**config.mk**
```make
export PLATFORM = sky130hd
export DESIGN_NAME = signed_integer_to_radix_text
export DESIGN_NICKNAME = d
export VERILOG_FILES = /design/src/hdl/i2rt_pkg.sv /design/src/hdl/signed_integer_to_radix_text.sv /design/src/hdl/i2rt_cfg.sv /design/src/hdl/i2rt_dp.sv /design/src/hdl/i2rt_ctrl.sv
export SDC_FILE = /design/constraint.sdc
export NUM_CORES = 2
export LEC_CHECK = 0
export ABC_CLOCK_PERIOD_IN_PS = 10900
export BUFFER_PORTS_ARGS = -buffer_cell sky130_fd_sc_hd__buf_2
export CAP_MARGIN = 20
export CELL_PAD_IN_SITES_DETAIL_PLACEMENT = 1
export CELL_PAD_IN_SITES_GLOBAL_PLACEMENT = 1
export CORE_MARGIN = 2
export CORE_UTILIZATION = 43
export CTS_CLUSTER_DIAMETER = 80
export DETAILED_ROUTE_END_ITERATION = 10
export GPL_TIMING_DRIVEN = 0
export HOLD_SLACK_MARGIN = 0.02
export PLACE_DENSITY_LB_ADDON = 0.1
export SYNTH_ARGS = -nofsm -noshare
export SYNTH_HDL_FRONTEND = slang
export SYNTH_HIERARCHICAL = 1
export SYNTH_SLANG_ARGS = --single-unit
```
**constraint.sdc**
```tcl
create_clock -name aclk -period 10.9 [get_ports aclk]
set_clock_uncertainty 0.05 [all_clocks]
set_input_delay 1.09 -clock aclk [delete_from_list [all_inputs] [get_ports aclk]]
set_output_delay 1.09 -clock aclk [all_outputs]
set_load 0.05 [all_outputs]
```
**src/hdl/i2rt_pkg.sv**
```systemverilog
// shared types, constants and codes for the signed integer to radix text block
// no dependencies; every other file refers to this package by scoped names
package i2rt_pkg;

    localparam int VALUE_W            = 32;   // input value width
    localparam int CHAR_W             = 8;    // one text character
    localparam int SLOTS              = 16;   // alphabet slots held by the registers
    localparam int RADIX_W            = 5;    // radix 2..16, 0 marks an invalid alphabet
    localparam int DIGIT_W            = 4;    // digit index into the alphabet
    localparam int MAX_DIGITS         = 32;   // radix 2 of 2^31 needs 32 digits
    localparam int DEPTH_W            = 6;    // holds 0..MAX_DIGITS
    localparam int BITS_PER_STEP      = 8;    // dividend bits retired per divider cycle
    localparam int DIV_STEPS          = VALUE_W / BITS_PER_STEP;
    localparam int STEP_W             = 2;    // counts the divider steps of a digit
    localparam int ADDR_W             = 4;    // two 64-bit registers at 0x0 and 0x8
    localparam int REG_W              = 64;
    localparam int MAX_BASE_CHARS_DEF = 16;

    localparam logic [CHAR_W-1:0] CHAR_PLUS  = 8'h2b;
    localparam logic [CHAR_W-1:0] CHAR_MINUS = 8'h2d;

    // register select, taken from paddr bit 3
    localparam logic REG_ALPHA_LOW  = 1'b0;
    localparam logic REG_ALPHA_HIGH = 1'b1;

    typedef enum logic [2:0] {
        ST_IDLE,
        ST_START,
        ST_DIV,
        ST_SIGN,
        ST_EMIT
    } state_t;

    typedef logic [SLOTS-1:0][CHAR_W-1:0] alpha_t;

    typedef struct packed {
        logic load;       // capture sign and magnitude of the accepted value
        logic div_step;   // retire BITS_PER_STEP dividend bits
        logic div_last;   // final step of a digit: push the remainder
        logic out_sign;   // load '-' into the output register
        logic out_digit;  // pop a digit into the output register
    } dp_cmd_t;

    typedef struct packed {
        logic radix_ok;       // configured alphabet is usable
        logic neg;            // value being printed is negative
        logic quo_zero_next;  // quotient after this step is zero
        logic out_free;       // output register takes a character this cycle
        logic last_digit;     // one digit left on the stack
    } dp_stat_t;

endpackage

```
**src/hdl/signed_integer_to_radix_text.sv**
```systemverilog
// top level: signed 32-bit value to text in a configured digit alphabet
// depends on i2rt_pkg, i2rt_cfg, i2rt_dp, i2rt_ctrl
//
// usage
//   program the alphabet over the apb port: 0x0 holds characters 0..7, 0x8 holds
//   characters 8..15, one byte each, lowest byte first. the alphabet ends at the
//   first zero byte; its length is the radix. fewer than two characters, a '+' or
//   '-', or a repeated character makes it invalid, and values then give no text.
//   each value taken on the s_ channel leaves as characters on the m_ channel:
//   a '-' for a negative value, then the digits most significant first, with
//   m_tlast on the final digit. -2^31 prints as '-' and the digits of 2^31.
// timing
//   one value at a time. the divider retires 8 dividend bits a cycle; all digits
//   are divided out before the first character shows, then one character a cycle
//   while m_tready is high. a value is dropped in the start state, after the
//   transaction, when the alphabet is invalid.
// reset and stall
//   reset clears both alphabet registers (an invalid alphabet) and the control
//   state; m_tvalid drops. when the receiver stalls the output register holds
//   its character and the block waits; s_tready comes back as soon as the last
//   digit sits in the output register.
module signed_integer_to_radix_text #(
    parameter int MAX_BASE_CHARS = i2rt_pkg::MAX_BASE_CHARS_DEF
) (
    input  logic                                 aclk,
    input  logic                                 aresetn,
    // input channel
    input  logic                                 s_tvalid,
    output logic                                 s_tready,
    input  logic signed [i2rt_pkg::VALUE_W-1:0]  s_tdata,   // [31:0] value
    // result channel
    output logic                                 m_tvalid,
    input  logic                                 m_tready,
    output logic [i2rt_pkg::CHAR_W-1:0]          m_tdata,   // [7:0] character
    output logic                                 m_tlast,   // last character of a value
    // configuration port
    input  logic                                 psel,
    input  logic                                 penable,
    input  logic                                 pwrite,
    input  logic [i2rt_pkg::ADDR_W-1:0]          paddr,
    input  logic [i2rt_pkg::REG_W-1:0]           pwdata,
    output logic [i2rt_pkg::REG_W-1:0]           prdata,
    output logic                                 pready
);

    i2rt_pkg::alpha_t              alpha;
    logic [i2rt_pkg::RADIX_W-1:0]  radix;
    i2rt_pkg::dp_cmd_t             cmd;
    i2rt_pkg::dp_stat_t            stat;

    // registers and the registered alphabet check
    i2rt_cfg #(
        .MAX_BASE_CHARS(MAX_BASE_CHARS)
    ) u_cfg (
        .aclk    (aclk),
        .aresetn (aresetn),
        .psel    (psel),
        .penable (penable),
        .pwrite  (pwrite),
        .paddr   (paddr),
        .pwdata  (pwdata),
        .prdata  (prdata),
        .pready  (pready),
        .alpha   (alpha),
        .radix   (radix)
    );

    // sequencing: accept, check, divide per digit, sign, emit
    i2rt_ctrl u_ctrl (
        .aclk     (aclk),
        .aresetn  (aresetn),
        .s_tvalid (s_tvalid),
        .s_tready (s_tready),
        .stat     (stat),
        .cmd      (cmd)
    );

    // magnitude, divider, digit stack and output register
    i2rt_dp u_dp (
        .aclk     (aclk),
        .aresetn  (aresetn),
        .s_value  (s_tdata),
        .alpha    (alpha),
        .radix    (radix),
        .cmd      (cmd),
        .m_tready (m_tready),
        .m_tvalid (m_tvalid),
        .m_char   (m_tdata),
        .m_last   (m_tlast),
        .stat     (stat)
    );

endmodule

```
**src/hdl/i2rt_cfg.sv**
```systemverilog
// configuration registers (apb-style) and alphabet check for the radix text block
// depends on i2rt_pkg
module i2rt_cfg #(
    parameter int MAX_BASE_CHARS = i2rt_pkg::MAX_BASE_CHARS_DEF
) (
    input  logic                              aclk,
    input  logic                              aresetn,
    input  logic                              psel,
    input  logic                              penable,
    input  logic                              pwrite,
    input  logic [i2rt_pkg::ADDR_W-1:0]       paddr,
    input  logic [i2rt_pkg::REG_W-1:0]        pwdata,
    output logic [i2rt_pkg::REG_W-1:0]        prdata,
    output logic                              pready,
    output i2rt_pkg::alpha_t                  alpha,
    output logic [i2rt_pkg::RADIX_W-1:0]      radix
);

    localparam int LIMIT = (MAX_BASE_CHARS > i2rt_pkg::SLOTS) ? i2rt_pkg::SLOTS : MAX_BASE_CHARS;

    logic [i2rt_pkg::REG_W-1:0]   alpha_low_reg;
    logic [i2rt_pkg::REG_W-1:0]   alpha_high_reg;
    logic [i2rt_pkg::RADIX_W-1:0] radix_reg;
    logic [i2rt_pkg::RADIX_W-1:0] radix_next;
    logic [i2rt_pkg::SLOTS-1:0]   in_alpha;
    logic [i2rt_pkg::RADIX_W-1:0] len;
    logic                         run;
    logic                         bad_char;
    logic                         dup;
    logic                         wr_en;
    logic                         reg_sel;

    assign wr_en   = psel & penable & pwrite;
    assign reg_sel = paddr[3];
    assign pready  = 1'b1;
    assign prdata  = (reg_sel == i2rt_pkg::REG_ALPHA_HIGH) ? alpha_high_reg : alpha_low_reg;
    assign alpha   = {alpha_high_reg, alpha_low_reg};
    assign radix   = radix_reg;

    always_ff @(posedge aclk) begin
        if (!aresetn) begin
            alpha_low_reg  <= '0;
            alpha_high_reg <= '0;
            radix_reg      <= '0;
        end else begin
            if (wr_en && reg_sel == i2rt_pkg::REG_ALPHA_LOW) begin
                alpha_low_reg <= pwdata;
            end
            if (wr_en && reg_sel == i2rt_pkg::REG_ALPHA_HIGH) begin
                alpha_high_reg <= pwdata;
            end
            radix_reg <= radix_next;
        end
    end

    // alphabet ends at the first zero byte or at the slot limit
    always_comb begin
        in_alpha = '0;
        run      = 1'b1;
        len      = '0;
        bad_char = 1'b0;
        dup      = 1'b0;
        for (int k = 0; k < i2rt_pkg::SLOTS; k++) begin
            run         = run && (k < LIMIT) && (alpha[k] != '0);
            in_alpha[k] = run;
            if (run) begin
                len = len + i2rt_pkg::RADIX_W'(1);
            end
            if (run && (alpha[k] == i2rt_pkg::CHAR_PLUS || alpha[k] == i2rt_pkg::CHAR_MINUS)) begin
                bad_char = 1'b1;
            end
        end
        for (int i = 0; i < i2rt_pkg::SLOTS; i++) begin
            for (int j = i + 1; j < i2rt_pkg::SLOTS; j++) begin
                if (in_alpha[j] && alpha[i] == alpha[j]) begin
                    dup = 1'b1;
                end
            end
        end
        radix_next = (len < i2rt_pkg::RADIX_W'(2) || bad_char || dup) ? '0 : len;
    end

endmodule

```
**src/hdl/i2rt_dp.sv**
```systemverilog
// datapath: magnitude, shared small-radix divider, digit stack, output register
// depends on i2rt_pkg; driven by i2rt_ctrl commands
module i2rt_dp (
    input  logic                                 aclk,
    input  logic                                 aresetn,
    input  logic signed [i2rt_pkg::VALUE_W-1:0]  s_value,
    input  i2rt_pkg::alpha_t                     alpha,
    input  logic [i2rt_pkg::RADIX_W-1:0]         radix,
    input  i2rt_pkg::dp_cmd_t                    cmd,
    input  logic                                 m_tready,
    output logic                                 m_tvalid,
    output logic [i2rt_pkg::CHAR_W-1:0]          m_char,
    output logic                                 m_last,
    output i2rt_pkg::dp_stat_t                   stat
);

    logic                                                   neg_reg;
    logic [i2rt_pkg::VALUE_W-1:0]                           div_reg;
    logic [i2rt_pkg::DIGIT_W-1:0]                           rem_reg;
    logic [i2rt_pkg::MAX_DIGITS-1:0][i2rt_pkg::DIGIT_W-1:0] stack_reg;
    logic [i2rt_pkg::DEPTH_W-1:0]                           nd_reg;
    logic                                                   m_valid_reg;
    logic [i2rt_pkg::CHAR_W-1:0]                            m_char_reg;
    logic                                                   m_last_reg;

    logic [i2rt_pkg::VALUE_W-1:0]       raw;
    logic [i2rt_pkg::VALUE_W-1:0]       mag_in;
    logic [i2rt_pkg::RADIX_W-1:0]       part_rem;
    logic [i2rt_pkg::BITS_PER_STEP-1:0] qbits;
    logic [i2rt_pkg::DIGIT_W-1:0]       rem_step;
    logic [i2rt_pkg::VALUE_W-1:0]       quo_step;
    logic                               out_free;

    assign raw    = $unsigned(s_value);
    assign mag_in = raw[i2rt_pkg::VALUE_W-1] ? (~raw + i2rt_pkg::VALUE_W'(1)) : raw;

    // long division, one dividend bit per inner step, remainder stays below radix
    always_comb begin
        part_rem = i2rt_pkg::RADIX_W'(rem_reg);
        qbits    = '0;
        for (int b = 0; b < i2rt_pkg::BITS_PER_STEP; b++) begin
            part_rem = {part_rem[i2rt_pkg::RADIX_W-2:0], div_reg[i2rt_pkg::VALUE_W-1-b]};
            if (part_rem >= radix) begin
                part_rem = part_rem - radix;
                qbits[i2rt_pkg::BITS_PER_STEP-1-b] = 1'b1;
            end
        end
        rem_step = part_rem[i2rt_pkg::DIGIT_W-1:0];
        quo_step = {div_reg[i2rt_pkg::VALUE_W-i2rt_pkg::BITS_PER_STEP-1:0], qbits};
    end

    assign out_free = !m_valid_reg || m_tready;

    always_ff @(posedge aclk) begin
        if (!aresetn) begin
            nd_reg      <= '0;
            m_valid_reg <= 1'b0;
        end else begin
            if (cmd.load) begin
                nd_reg <= '0;
            end else if (cmd.div_step && cmd.div_last) begin
                nd_reg <= nd_reg + i2rt_pkg::DEPTH_W'(1);
            end else if (cmd.out_digit) begin
                nd_reg <= nd_reg - i2rt_pkg::DEPTH_W'(1);
            end
            if (cmd.out_sign || cmd.out_digit) begin
                m_valid_reg <= 1'b1;
            end else if (m_tready) begin
                m_valid_reg <= 1'b0;
            end
        end
    end

    always_ff @(posedge aclk) begin
        if (cmd.load) begin
            neg_reg <= raw[i2rt_pkg::VALUE_W-1];
            div_reg <= mag_in;
            rem_reg <= '0;
        end else if (cmd.div_step) begin
            div_reg <= quo_step;
            rem_reg <= cmd.div_last ? '0 : rem_step;
        end
        // top of the stack is entry 0
        if (cmd.div_step && cmd.div_last) begin
            stack_reg <= {stack_reg[i2rt_pkg::MAX_DIGITS-2:0], rem_step};
        end else if (cmd.out_digit) begin
            stack_reg <= {i2rt_pkg::DIGIT_W'(0), stack_reg[i2rt_pkg::MAX_DIGITS-1:1]};
        end
        if (cmd.out_sign) begin
            m_char_reg <= i2rt_pkg::CHAR_MINUS;
            m_last_reg <= 1'b0;
        end else if (cmd.out_digit) begin
            m_char_reg <= alpha[stack_reg[0]];
            m_last_reg <= (nd_reg == i2rt_pkg::DEPTH_W'(1));
        end
    end

    assign m_tvalid = m_valid_reg;
    assign m_char   = m_char_reg;
    assign m_last   = m_last_reg;

    assign stat.radix_ok      = (radix != '0);
    assign stat.neg           = neg_reg;
    assign stat.quo_zero_next = (quo_step == '0);
    assign stat.out_free      = out_free;
    assign stat.last_digit    = (nd_reg == i2rt_pkg::DEPTH_W'(1));

endmodule

```
**src/hdl/i2rt_ctrl.sv**
```systemverilog
// controller state machine for the radix text block
// depends on i2rt_pkg; commands i2rt_dp and reads its status
module i2rt_ctrl (
    input  logic               aclk,
    input  logic               aresetn,
    input  logic               s_tvalid,
    output logic               s_tready,
    input  i2rt_pkg::dp_stat_t stat,
    output i2rt_pkg::dp_cmd_t  cmd
);

    localparam logic [i2rt_pkg::STEP_W-1:0] LAST_STEP = i2rt_pkg::STEP_W'(i2rt_pkg::DIV_STEPS - 1);

    i2rt_pkg::state_t              state_reg;
    i2rt_pkg::state_t              state_next;
    logic [i2rt_pkg::STEP_W-1:0]   step_reg;
    logic [i2rt_pkg::STEP_W-1:0]   step_next;

    always_ff @(posedge aclk) begin
        if (!aresetn) begin
            state_reg <= i2rt_pkg::ST_IDLE;
            step_reg  <= '0;
        end else begin
            state_reg <= state_next;
            step_reg  <= step_next;
        end
    end

    always_comb begin
        state_next = state_reg;
        step_next  = '0;
        case (state_reg)
            i2rt_pkg::ST_IDLE: begin
                if (s_tvalid) begin
                    state_next = i2rt_pkg::ST_START;
                end
            end
            i2rt_pkg::ST_START: begin
                state_next = stat.radix_ok ? i2rt_pkg::ST_DIV : i2rt_pkg::ST_IDLE;
            end
            i2rt_pkg::ST_DIV: begin
                step_next = (step_reg == LAST_STEP) ? '0 : step_reg + i2rt_pkg::STEP_W'(1);
                if (step_reg == LAST_STEP && stat.quo_zero_next) begin
                    state_next = stat.neg ? i2rt_pkg::ST_SIGN : i2rt_pkg::ST_EMIT;
                end
            end
            i2rt_pkg::ST_SIGN: begin
                if (stat.out_free) begin
                    state_next = i2rt_pkg::ST_EMIT;
                end
            end
            i2rt_pkg::ST_EMIT: begin
                if (stat.out_free && stat.last_digit) begin
                    state_next = i2rt_pkg::ST_IDLE;
                end
            end
            default: begin
                state_next = i2rt_pkg::ST_IDLE;
            end
        endcase
    end

    always_comb begin
        cmd      = '0;
        s_tready = 1'b0;
        case (state_reg)
            i2rt_pkg::ST_IDLE: begin
                s_tready = 1'b1;
                cmd.load = s_tvalid;
            end
            i2rt_pkg::ST_DIV: begin
                cmd.div_step = 1'b1;
                cmd.div_last = (step_reg == LAST_STEP);
            end
            i2rt_pkg::ST_SIGN: begin
                cmd.out_sign = stat.out_free;
            end
            i2rt_pkg::ST_EMIT: begin
                cmd.out_digit = stat.out_free;
            end
            default: begin
                cmd = '0;
            end
        endcase
    end

endmodule

```
==> run_results.csv <==
group,metric,value,unit
global_route,grt_pass1_vias,31200,
synth,netlist_instances,3725,
critical_path,critPathMostFrequentCell,"ha_1",
drt,drt_first_pass_iters,8,
global_route,antenna_found_initial,8,
clocking,cts_buffer_depth,3,
clocking,hold_buffers,0,
drt,drtIter0Drc,3548,
sta,hold_ws,381,ps
sta,finalSetupViolations,0,
cells_and_area,area_growth,17.2,%
worst_hold_path,hold_path_class,"reg2reg",
drt,drtAntennaViolNets,0,
cells_and_area,layout_commonest_cell,"nand2_1",
clocking,htree_levels,2,
critical_path,worstReg2RegEnd,"u_cfg/radix[0]",
drt,dr_total_vias,31200,
die,ios,183,
die,fp.dieW,272,um
cells_and_area,layout.nets,4225,
sta,tightest_slew,1320,ps
sta,drv_slew,0,
clocking,cts-root-buf,"clkbuf_16",
global_route,grt_overflow_total,0,
placement,gp_congestion,1.03,
synth,synth_edf_count,161,
placement,hpwl,119,mm
sta,fmax,0.0954,GHz
clocking,cts_buffers,40,
critical_path,r2r_slack,420,ps
drt,drcViolationCount,0,
synth,ys_seq_elements,319,
cells_and_area,stdcell_count,5035,
clocking,clkSinkCount,319,
critical_path,required,11360,ps
sta,fin_tns_setup,0,ps
drt,routed_wl,160,mm
global_route,grt_pass1_wl,225,mm
worst_hold_path,min_from,"u_ctrl/step_reg[0]",
global_route,grt_max_degree,47,
die,initial_core_util,43.3,%
run,cap_violations,0,
synth,synth_area_per_cell,8.28,um2
synth,synth_nets,3898,
run_status,status,"finished clean",
placement,numPortBuffers,178,
critical_path,critPathSlowestCell,"or4_1",
drt,vias_per_cell,6.19,
clocking,cts_tree,"done",
critical_path,path_max_fanout,10,
worst_hold_path,holdPathEnd,"u_ctrl/step_reg[0]",
synth,yosysWarnings,6,
cells_and_area,layout-drive-gt1-share,15.7,%
clocking,clk_pin_slew_worst_paths,60,ps
cells_and_area,final_cell_mix,"722 x nand2_1, 530 x xor2_1, 510 x xnor2_1",
clocking,insertion_delay,630,ps
critical_path,worstPathArrival,10940,ps
cells_and_area,utilization,50.7,%
critical_path,cp-start-kind,"flip-flop",
die,fp.coreArea,71200,um2
synth,syn-cell-area,30900,um2
synth,seq_area_frac_synth,25.9,%
cells_and_area,largest_reg_flops,128,
critical_path,cpPeakStageDelay,550,ps
sta,min_period,10480,ps
die,rows,98,
drt,routedWlPerCell,31.9,um
worst_hold_path,min_path_cells,1,
synth,synth_flop_cell,"edfxtp_1",
die,die-area,73900,um2
die,die_h,272,um
sta,fin_crit_sh,96.2,%
sta,max_slew_margin,12.1,%
placement,dp.cells,4919,
critical_path,crit_type,"reg2reg",
synth,synth.distinct_cells,99,
synth,synth-async-reset-ratio,0,%
critical_path,worstSetupEndpointType,"flip-flop",
critical_path,worstRegToRegCells,52,
global_route,track_usage,42.4,%
sta,hold_viol,0,
critical_path,rr_startpoint,"u_cfg/alpha_low_reg[1]",
## worst max-delay path by stage
stage / from / to / slack [ps] / cells past startpoint
5_1_grt: u_cfg/radix[1] / u_ctrl/state_reg[2] / -50 / 51
3_3_place_gp: u_cfg/radix[1] / u_ctrl/state_reg[2] / -2470 / 48
6_report: u_cfg/alpha_low_reg[1] / u_cfg/radix[0] / 420 / 52
2_1_floorplan: u_cfg/radix[1] / u_ctrl/state_reg[1] / 410 / 46
4_1_cts: u_cfg/radix[1] / u_dp/stack_reg[1] / 10 / 50
3_5_place_dp: u_cfg/radix[1] / u_ctrl/state_reg[2] / -2580 / 48
## per-stage QoR
stage | instance area (um2) | worst slack [ps]
2_1_floorplan | 30900 | 411
3_3_place_gp | 32900 | -2470
3_5_place_dp | 34100 | -2580
4_1_cts | 35600 | 12.4
5_1_grt | 36100 | -48.4
6_report | 36200 | 417
## Yosys cell counts (16+ instances only)
cell / n / area (um2)
nand2_1: 723 / 2710
xor2_1: 530 / 4640
xnor2_1: 510 / 4470
edfxtp_1: 161 / 4830
dfxtp_1: 158 / 3160
clkbuf_1: 150 / 563
nand4_1: 146 / 913
nor4_1: 144 / 901
a21boi_0: 131 / 983
nor2_1: 129 / 484
buf_1: 128 / 480
a21oi_1: 100 / 500
mux2_2: 75 / 845
buf_2: 66 / 330
ha_1: 58 / 726
inv_1: 51 / 191
o21ai_0: 42 / 210
mux4_2: 40 / 901
nor3_1: 33 / 165
nand3_1: 27 / 135
o21ai_1: 24 / 120
and3_1: 19 / 119
or3_1: 18 / 113
buf_4: 16 / 120
mux2i_1: 16 / 160
## metal layers
metal	global-route usage, %	wire length, um
met1	51.8	60000
met2	61.8	65800
met3	14.2	19700
met4	32.0	14800
met5	0	92
## cell families after synthesis
logic type,after synthesis,synth area share (%)
other,1,0.0122
AND/OR/NAND/NOR,1326,20.2
XOR/XNOR,1045,29.8
adder cells (fa/ha/maj),70,3.00
flip-flops,319,25.9
buffers and inverters,415,5.58
AO/OA/AOI/OAI,417,9.21
multiplexers,132,6.22
## critical path, delay by kind of cell, from the launching register on
| kind | cells | cell delay [ps] |
|---|---|---|
| AOI/OAI and AO/OA | 11 | 1840 |
| buffers and inverters | 4 | 490 |
| xor gates and xnor gates | 2 | 330 |
| and+or+nand+nor | 17 | 2570 |
| adders and majority gates | 12 | 3310 |
| DFF | 1 | 370 |
| muxes | 6 | 1380 |
## what timing repair did
action,CTS,global route
setup buffers,12,14
endpoints found under the setup margin,17,16
gates resized for setup,31,41
endpoints found under the hold margin,0,0
pin swaps,7,15
## layout make-up
| type | instances | area [um2] |
|---|---|---|
| clock buffer | 55 | 1140 |
| fill | 8550 | 35100 |
| multi-input combinational | 2991 | 21400 |
| buffer | 361 | 1550 |
| tap | 950 | 1190 |
| sequential | 319 | 8010 |
| antenna | 5 | 12.5 |
| inverter | 52 | 210 |
| clock inverter | 15 | 163 |
| timing repair buffer | 287 | 2490 |
Power is not shown: default switching activity piles up to over one toggle a cycle in this logic, so the estimate is an artifact.
